File: src/rtl/wsrm_pkg.sv
// ----------------------------------------------------------------------------
// wsrm_pkg: shared types and constants for the star/dot pattern matcher
// Item layouts, request codes and the links between position cells.
// ----------------------------------------------------------------------------
`default_nettype none

package wsrm_pkg;

  localparam int PATTERN_MAX = 32;
  localparam int POS_W       = $clog2(PATTERN_MAX + 1);  // holds 0..PATTERN_MAX
  localparam int IDX_W       = $clog2(PATTERN_MAX);

  localparam logic [7:0] ANY_SYMBOL = 8'h2E;  // '.'

  // configuration register indexes
  localparam logic REG_PATTERN_LENGTH = 1'b0;

  typedef enum logic [1:0] {
    REQ_LOAD  = 2'd0,
    REQ_BYTE  = 2'd1,
    REQ_EMPTY = 2'd2
  } req_e_t;

  typedef struct packed {
    logic [1:0] req_type;
    logic [4:0] token_index;
    logic [7:0] token_symbol;
    logic       token_starred;
    logic [7:0] text_symbol;
    logic       last_symbol;
  } in_item_t;

  typedef struct packed {
    logic verdict_valid;
    logic matched;
  } out_item_t;

  // broadcast to every cell
  typedef struct packed {
    logic       step;      // advance the active set on a text byte
    logic       rearm;     // back to "only position zero active"
    logic [7:0] text_sym;
  } cell_ctl_t;

  // handed from cell i to cell i+1
  typedef struct packed {
    logic close;  // closure reaches the next position through a starred token
    logic adv;    // non-starred token matched: next position becomes active
  } cell_link_t;

endpackage : wsrm_pkg

`default_nettype wire

File: src/rtl/wildcard_star_regex_matcher.sv
// ----------------------------------------------------------------------------
// wildcard_star_regex_matcher: whole-text matcher for '.' and starred tokens
// A row of position cells tracks which pattern prefixes the text can reach.
// ----------------------------------------------------------------------------
// Usage:
//   Load pattern tokens with req_type LOAD items (token_index, token_symbol,
//   token_starred), then write the token count to pattern_length over the
//   APB port (offset 0). Stream text as BYTE items; last_symbol marks the
//   final byte. An EMPTY item ends the pending text (an empty text when no
//   byte came). Every item yields exactly one result item; verdict_valid is
//   set only for items that end a text, with matched giving the outcome.
//   The set rearms to position zero after each verdict.
// Throughput: one item per cycle when not stalled. Every cell updates in
//   parallel; star closure ripples down the cell row in the same cycle.
// Pipeline: the first stage register holds the position set of a finished
//   text; its final closure runs into the output register, which drives
//   out_valid.
// Reset: pattern_length clears to 0 and only position zero is active; the
//   token store keeps whatever it holds until loaded.
// Stall: while out_ready is low the result and staged items hold; in_ready
//   stays high until both the stage and the output register are full.
// ----------------------------------------------------------------------------
`default_nettype none

module wildcard_star_regex_matcher
  import wsrm_pkg::*;
(
  input  wire logic        clk,
  input  wire logic        rst_n,
  // input items
  input  wire logic        in_valid,
  output logic             in_ready,
  input  wire in_item_t    in_data,
  // result items
  output logic             out_valid,
  input  wire logic        out_ready,
  output out_item_t        out_data,
  // APB configuration
  input  wire logic        psel,
  input  wire logic        penable,
  input  wire logic        pwrite,
  input  wire logic [2:0]  paddr,
  input  wire logic [31:0] pwdata,
  output logic [31:0]      prdata,
  output logic             pready
);

  // --------------------------------------------------------------------------
  // configuration
  // --------------------------------------------------------------------------
  logic [POS_W-1:0] len_r;
  logic [POS_W-1:0] len_eff;
  logic             cfg_wr;

  assign pready = 1'b1;
  assign cfg_wr = psel & penable & pwrite & (paddr[2] == REG_PATTERN_LENGTH);

  always_ff @(posedge clk) begin
    if (!rst_n) begin
      len_r <= '0;
    end else if (cfg_wr) begin
      len_r <= pwdata[POS_W-1:0];
    end
  end

  assign prdata = (paddr[2] == REG_PATTERN_LENGTH) ? {{(32-POS_W){1'b0}}, len_r} : '0;

  // lengths beyond the store act as a full store
  assign len_eff = (len_r > POS_W'(PATTERN_MAX)) ? POS_W'(PATTERN_MAX) : len_r;

  // --------------------------------------------------------------------------
  // handshake
  // --------------------------------------------------------------------------
  logic out_free;
  logic s1_valid_r;
  logic accept;

  assign out_free = ~out_valid | out_ready;
  assign in_ready = ~s1_valid_r | out_free;
  assign accept   = in_valid & in_ready;

  // --------------------------------------------------------------------------
  // request decode
  // --------------------------------------------------------------------------
  cell_ctl_t ctl;
  logic      is_load;
  logic      is_byte;
  logic      is_empty;

  always_comb begin
    is_load  = 1'b0;
    is_byte  = 1'b0;
    is_empty = 1'b0;
    unique case (in_data.req_type)
      REQ_LOAD:  is_load  = 1'b1;
      REQ_BYTE:  is_byte  = 1'b1;
      REQ_EMPTY: is_empty = 1'b1;
      default: ;  // unused code: no effect
    endcase
  end

  assign ctl.text_sym = in_data.text_symbol;
  assign ctl.step     = accept & is_byte;
  assign ctl.rearm    = accept & ((is_byte & in_data.last_symbol) | is_empty);

  // --------------------------------------------------------------------------
  // cell row: cell i owns token i and active position i
  // --------------------------------------------------------------------------
  cell_link_t                 link [PATTERN_MAX+1];
  logic [PATTERN_MAX:0]       act_raw;
  logic [PATTERN_MAX:0]       act_next;
  logic [PATTERN_MAX:0]       le_mask;
  logic [PATTERN_MAX-1:0]     stars;
  logic [PATTERN_MAX-1:0]     pass;
  logic                       tail_r;   // position past the last token

  assign link[0] = '0;

  for (genvar i = 0; i < PATTERN_MAX; i++) begin : g_cell
    logic en;
    assign en = (POS_W'(i) < len_eff);
    assign pass[i] = stars[i] | ~en;

    wsrm_cell u_cell (
      .clk       (clk),
      .rst_n     (rst_n),
      .home      ((i == 0) ? 1'b1 : 1'b0),
      .en        (en),
      .load_en   (accept & is_load & (in_data.token_index == IDX_W'(i))),
      .load_sym  (in_data.token_symbol),
      .load_star (in_data.token_starred),
      .ctl       (ctl),
      .link_in   (link[i]),
      .link_out  (link[i+1]),
      .active    (act_raw[i]),
      .star      (stars[i]),
      .next_act  (act_next[i])
    );
  end

  for (genvar j = 0; j <= PATTERN_MAX; j++) begin : g_mask
    assign le_mask[j] = (POS_W'(j) <= len_eff);
  end

  assign act_raw[PATTERN_MAX]  = tail_r;
  assign act_next[PATTERN_MAX] = link[PATTERN_MAX].adv;

  always_ff @(posedge clk) begin
    if (!rst_n) begin
      tail_r <= 1'b0;
    end else if (ctl.rearm) begin
      tail_r <= 1'b0;
    end else if (ctl.step) begin
      tail_r <= act_next[PATTERN_MAX];
    end
  end

  // --------------------------------------------------------------------------
  // stage 1: set of a finished text plus a snapshot of the pass mask
  // --------------------------------------------------------------------------
  logic                   s1_verdict_r;
  logic [PATTERN_MAX:0]   s1_set_r;
  logic [PATTERN_MAX-1:0] s1_pass_r;
  logic                   s1_hit;

  always_ff @(posedge clk) begin
    if (!rst_n) begin
      s1_valid_r <= 1'b0;
    end else if (accept) begin
      s1_valid_r <= 1'b1;
    end else if (out_free) begin
      s1_valid_r <= 1'b0;
    end
  end

  always_ff @(posedge clk) begin
    if (accept) begin
      s1_verdict_r <= ctl.rearm;
      // next set is already zero past the length; the raw set is masked
      s1_set_r     <= is_empty ? (act_raw & le_mask) : act_next;
      s1_pass_r    <= pass;
    end
  end

  wsrm_close u_close (
    .set  (s1_set_r),
    .pass (s1_pass_r),
    .hit  (s1_hit)
  );

  // --------------------------------------------------------------------------
  // output register
  // --------------------------------------------------------------------------
  logic      out_valid_r;
  out_item_t out_data_r;

  always_ff @(posedge clk) begin
    if (!rst_n) begin
      out_valid_r <= 1'b0;
    end else if (out_free) begin
      out_valid_r <= s1_valid_r;
    end
  end

  always_ff @(posedge clk) begin
    if (out_free & s1_valid_r) begin
      out_data_r.verdict_valid <= s1_verdict_r;
      out_data_r.matched       <= s1_verdict_r & s1_hit;
    end
  end

  assign out_valid = out_valid_r;
  assign out_data  = out_data_r;

endmodule : wildcard_star_regex_matcher

`default_nettype wire

File: src/rtl/wsrm_cell.sv
// ----------------------------------------------------------------------------
// wsrm_cell: one pattern position
// Holds a token and the active bit of its position; closes over stars and
// matches the current text byte, passing results on to its neighbor.
// ----------------------------------------------------------------------------
`default_nettype none

module wsrm_cell
  import wsrm_pkg::*;
(
  input  wire logic       clk,
  input  wire logic       rst_n,
  input  wire logic       home,       // active after reset / rearm
  input  wire logic       en,         // position lies below pattern length
  input  wire logic       load_en,
  input  wire logic [7:0] load_sym,
  input  wire logic       load_star,
  input  wire cell_ctl_t  ctl,
  input  wire cell_link_t link_in,
  output cell_link_t      link_out,
  output logic            active,     // raw stored active bit
  output logic            star,
  output logic            next_act    // active bit after this byte
);

  logic [7:0] sym_r;
  logic       star_r;
  logic       active_r;
  logic       active_nxt;
  logic       closed;
  logic       hit;

  assign closed = active_r | link_in.close;
  assign hit    = en & closed & ((sym_r == ANY_SYMBOL) | (sym_r == ctl.text_sym));

  assign link_out.close = closed & star_r & en;
  assign link_out.adv   = hit & ~star_r;

  assign next_act = (hit & star_r) | link_in.adv;
  assign active   = active_r;
  assign star     = star_r;

  always_comb begin
    active_nxt = active_r;
    if (ctl.rearm) begin
      active_nxt = home;
    end else if (ctl.step) begin
      active_nxt = next_act;
    end
  end

  always_ff @(posedge clk) begin
    if (!rst_n) begin
      active_r <= home;
    end else begin
      active_r <= active_nxt;
    end
  end

  // token store, undefined until loaded
  always_ff @(posedge clk) begin
    if (load_en) begin
      sym_r  <= load_sym;
      star_r <= load_star;
    end
  end

endmodule : wsrm_cell

`default_nettype wire

File: src/rtl/wsrm_close.sv
// ----------------------------------------------------------------------------
// wsrm_close: final closure for a verdict
// Ripples a position set through starred tokens to the end of the pattern.
// ----------------------------------------------------------------------------
`default_nettype none

module wsrm_close
  import wsrm_pkg::*;
(
  input  wire logic [PATTERN_MAX:0]   set,   // zero above pattern length
  input  wire logic [PATTERN_MAX-1:0] pass,  // starred, or past pattern length
  output logic                        hit
);

  logic [PATTERN_MAX:0] reach;

  assign reach[0] = set[0];

  for (genvar i = 0; i < PATTERN_MAX; i++) begin : g_step
    assign reach[i+1] = set[i+1] | (reach[i] & pass[i]);
  end

  // positions past the pattern length pass through, so the top bit equals
  // the bit at the pattern length
  assign hit = reach[PATTERN_MAX];

endmodule : wsrm_close

`default_nettype wire

File: config.mk
export PLATFORM = sky130hd
export DESIGN_NAME = wildcard_star_regex_matcher
export DESIGN_NICKNAME = d
export VERILOG_FILES = /design/src/rtl/wsrm_pkg.sv /design/src/rtl/wildcard_star_regex_matcher.sv /design/src/rtl/wsrm_cell.sv /design/src/rtl/wsrm_close.sv
export SDC_FILE = /design/constraint.sdc
export NUM_CORES = 1
export LEC_CHECK = 0
export ABC_CLOCK_PERIOD_IN_PS = 12800
export BUFFER_PORTS_ARGS = -buffer_cell sky130_fd_sc_hd__buf_2
export CORE_MARGIN = 5
export CORE_UTILIZATION = 55
export DETAILED_ROUTE_END_ITERATION = 10
export PLACE_DENSITY = 0.7
export SLEW_MARGIN = 20
export SYNTH_ARGS = -nofsm -noshare
export SYNTH_HDL_FRONTEND = slang
export SYNTH_HIERARCHICAL = 1
export SYNTH_SLANG_ARGS = --single-unit
File: constraint.sdc
create_clock -name clk -period 12.8 [get_ports clk]
set_input_delay 0.64 -clock clk [delete_from_list [all_inputs] [get_ports clk]]
set_output_delay 0.64 -clock clk [all_outputs]
set_load 0.01 [all_outputs]
==> results.py <==
metrics = {
    "power_and_ir_drop": {
        "powerDensity_nw_per_um2": 128,
        "p_leak_nw": 7.77,
        "irDropWorstVdd_mv": 0.110,
        "power_mw": 2.89,
    },
    "synthesis": {
        "synth_area_um2": 20200,
        "synth_compound_area_share_pct": 8.69,
        "synthXorXnorAreaFrac_pct": 11.1,
        "ys_types": 57,
        "synth_mux_area_share_pct": 0.297,
        "synth_cells": 1595,
        "synthArstFlopShare_pct": 0,
        "ys_ff_latch": 397,
        "synth-simple-area-share_pct": 18.1,
        "yosys_most_used_dff": "edfxtp_1",
        "yosys.area_share.adder_pct": 0,
        "yosysSeqAreaShare_pct": 58.5,
        "syn_avg_cell_area_um2": 12.7,
        "synth_edf_count": 388,
        "synth_top_family_by_area": "simple AND/OR/NAND/NOR gates",
        "yosysWarnings": 6,
    },
    "setup_path": {
        "worstReg2RegEnd": "tail_r",
        "critPathSlowestCell": "or4_4",
        "cp_max_fo": 6,
        "critical-path-max-stage-delay_ns": 0.60,
        "startpoint_type": "flop",
        "crit_start": "len_r[5]",
        "path_common_cell": "nor2_1",
        "end_kind": "flop",
        "reg2reg_slack_ns": 1.02,
        "r2r_start": "len_r[5]",
        "crit_type": "reg2reg",
        "cp.arrival_ns": 12.20,
        "reg2regPathDepth": 70,
        "worstPathRequired_ns": 13.22,
    },
    "global_route": {
        "grt_pass1_vias": 13200,
        "gr-total-overflow": 0,
        "grt_antenna_before_repair": 0,
        "grt_pass1_wl_um": 76200,
        "grt_max_degree": 43,
        "grtUsageTotal_pct": 24.4,
    },
    "die": {
        "die-area_um2": 40700,
        "fp.dieH_um": 202,
        "dieWidth_um": 202,
        "core_um2": 36400,
        "rows": 70,
        "initial_core_util_pct": 55.5,
        "io_pins": 104,
    },
    "clock_network": {
        "cts_hold_buf": 0,
        "clockBufferDepth": 3,
        "clock_sinks": 397,
        "clk_pin_slew_ns": 0.06,
        "cts_root_buf": "clkbuf_16",
        "cts_tree": "done",
        "cts-htree-levels": 2,
        "numCtsBuffers": 42,
        "post-cts-setup-buffers": 0,
        "clk_latency_ns": 0.55,
    },
    "job": {
        "maxCapViolations": 0,
    },
    "route": {
        "routed_wl_um": 50300,
        "detail-route-antenna-nets": 0,
        "drcViolationCount": 0,
        "vias_per_cell": 5.86,
        "vias": 13000,
        "wire_per_inst_um": 22.7,
        "firstDrtPassIters": 5,
        "first_iter_violations": 845,
    },
    "layout": {
        "fin_nets": 1785,
        "fill_cells": 2741,
        "antenna_cells": 0,
        "final_cell_mix": "edfxtp_1 (388), xor2_1 (256), nor2_1 (105)",
        "syn2layout_area_growth_pct": 11.8,
        "final_common_cell": "edfxtp_1",
        "drive_gt1_share_pct": 19.5,
    },
    "sta": {
        "skew_ns": 0.0195,
        "finalCritPeriodShare_pct": 92.0,
        "hold_viol_final": 0,
        "fin_hold_ws_ns": 0.447,
        "timing.fmax_ghz": 0.0849,
        "fin_crit_ns": 11.78,
        "timing.slew.headroom_pct": 33.7,
        "slew_violations": 0,
        "worst_slew_pin_slew_ns": 0.995,
        "setup_viol": 0,
        "rsz0062_at_grt": "false",
        "setup_tns_ns": 0,
    },
    "hold_path": {
        "min-delay-start": "out_ready",
        "hold_depth": 3,
        "hold_path_class": "in2reg",
        "min_to": "out_valid",
    },
    "place": {
        "place.gp.congestion": 0.843,
        "place_hpwl_um": 30800,
        "io_buffer_count": 48,
    },
    "run_status": {
        "status": "finished clean",
    },
}
## critical path: cells and delay by family (launching register included)
kind                   cells  cell delay (ns)
AOI/OAI and AO/OA         34             7.16
and+or+nand+nor           35             4.13
DFF                        1             0.31
buffers and inverters      1             0.06
## per-layer routing
| metal | GRT usage [%] | routed length (um) | vias up |
|---|---|---|---|
| met5 | 0 | 0 | - |
| met4 | 7.06 | 1230 | 0 |
| met3 | 3.79 | 3320 | 76 |
| met2 | 41.5 | 24800 | 447 |
| met1 | 32.9 | 20900 | 6426 |
| li1 | - | - | 6039 |
## synthesized netlist by cell type (20+ instances only)
library cell | count | area (um2)
nor4_2 | 96 | 1200
o21ai_1 | 36 | 180
edfxtp_1 | 388 | 11700
xor2_1 | 256 | 2240
o21ai_0 | 20 | 100
inv_1 | 56 | 210
a211oi_1 | 33 | 248
buf_4 | 27 | 203
a21oi_1 | 48 | 240
o22ai_1 | 33 | 206
nor3_1 | 36 | 180
nand4b_1 | 34 | 298
nand2_1 | 91 | 342
clkinv_2 | 32 | 160
or2b_1 | 32 | 240
nor2_1 | 105 | 394
nand2b_1 | 48 | 300
nor2b_1 | 50 | 313
o31ai_2 | 32 | 400
## power by group
group	internal (mW)	switching, mW
Clock	0.741	0.479
Sequential	1.45	0.0139
Combinational	0.0559	0.145
Total	2.25	0.638
## state kept, by name, summed over array words and instances (netlist names)
register              flops
s1_pass_r                32
g_cell.u_cell/sym_r     256
out_data                  2
out_valid                 1
s1_valid_r                1
g_cell.u_cell/active     32
s1_set_r                 33
g_cell.u_cell/star       32
tail_r                    1
len_r                     6
s1_verdict_r              1
## worst max path at each step
stage / end / slack (ns)
final: tail_r / 1.02
after global routing: tail_r / 0.02
after CTS: tail_r / 0.04
after detailed placement: tail_r / -0.01
after global placement: tail_r / 0.61
after floorplan: tail_r / 1.75
## through the flow
step | setup slack, ns | area, um2 | std cells | utilization, %
2_1_floorplan | 1.75 | 20500 | 1654 | -
3_3_place_gp | 0.610 | 21100 | 2142 | 58.0
3_5_place_dp | -0.0110 | 21100 | 2142 | 58.0
4_1_cts | 0.0397 | 22500 | 2218 | 61.9
5_1_grt | 0.0239 | 22600 | 2218 | 62.1
6_report | 1.02 | 22600 | 2218 | 62.1
## timing repair
| item | 4_1_cts | 5_1_grt |
|---|---|---|
| endpoints found under the hold margin | 0 | 0 |
| setup endpoints to repair | 4 | 10 |
| cloned | 0 | 0 |
| gates resized for setup | 3 | 19 |
## cells by family after synthesis
group	after synthesis
multiplexers	6
other	2
buffers and inverters	135
XOR/XNOR	256
AO/OA/AOI/OAI	247
flip-flops	397
AND/OR/NAND/NOR	552
## final cells by class
type,instances,area [um2],area share (%)
flip-flops and latches,397,11800,52.3
multi-input cells,1122,8060,35.6
clock buffers,57,1170,5.18
well taps,468,586,2.59
repair buffers,67,383,1.69
inverters,88,370,1.64
clock inverters,19,215,0.951
Note: power is estimated with default switching activity, not from simulation.
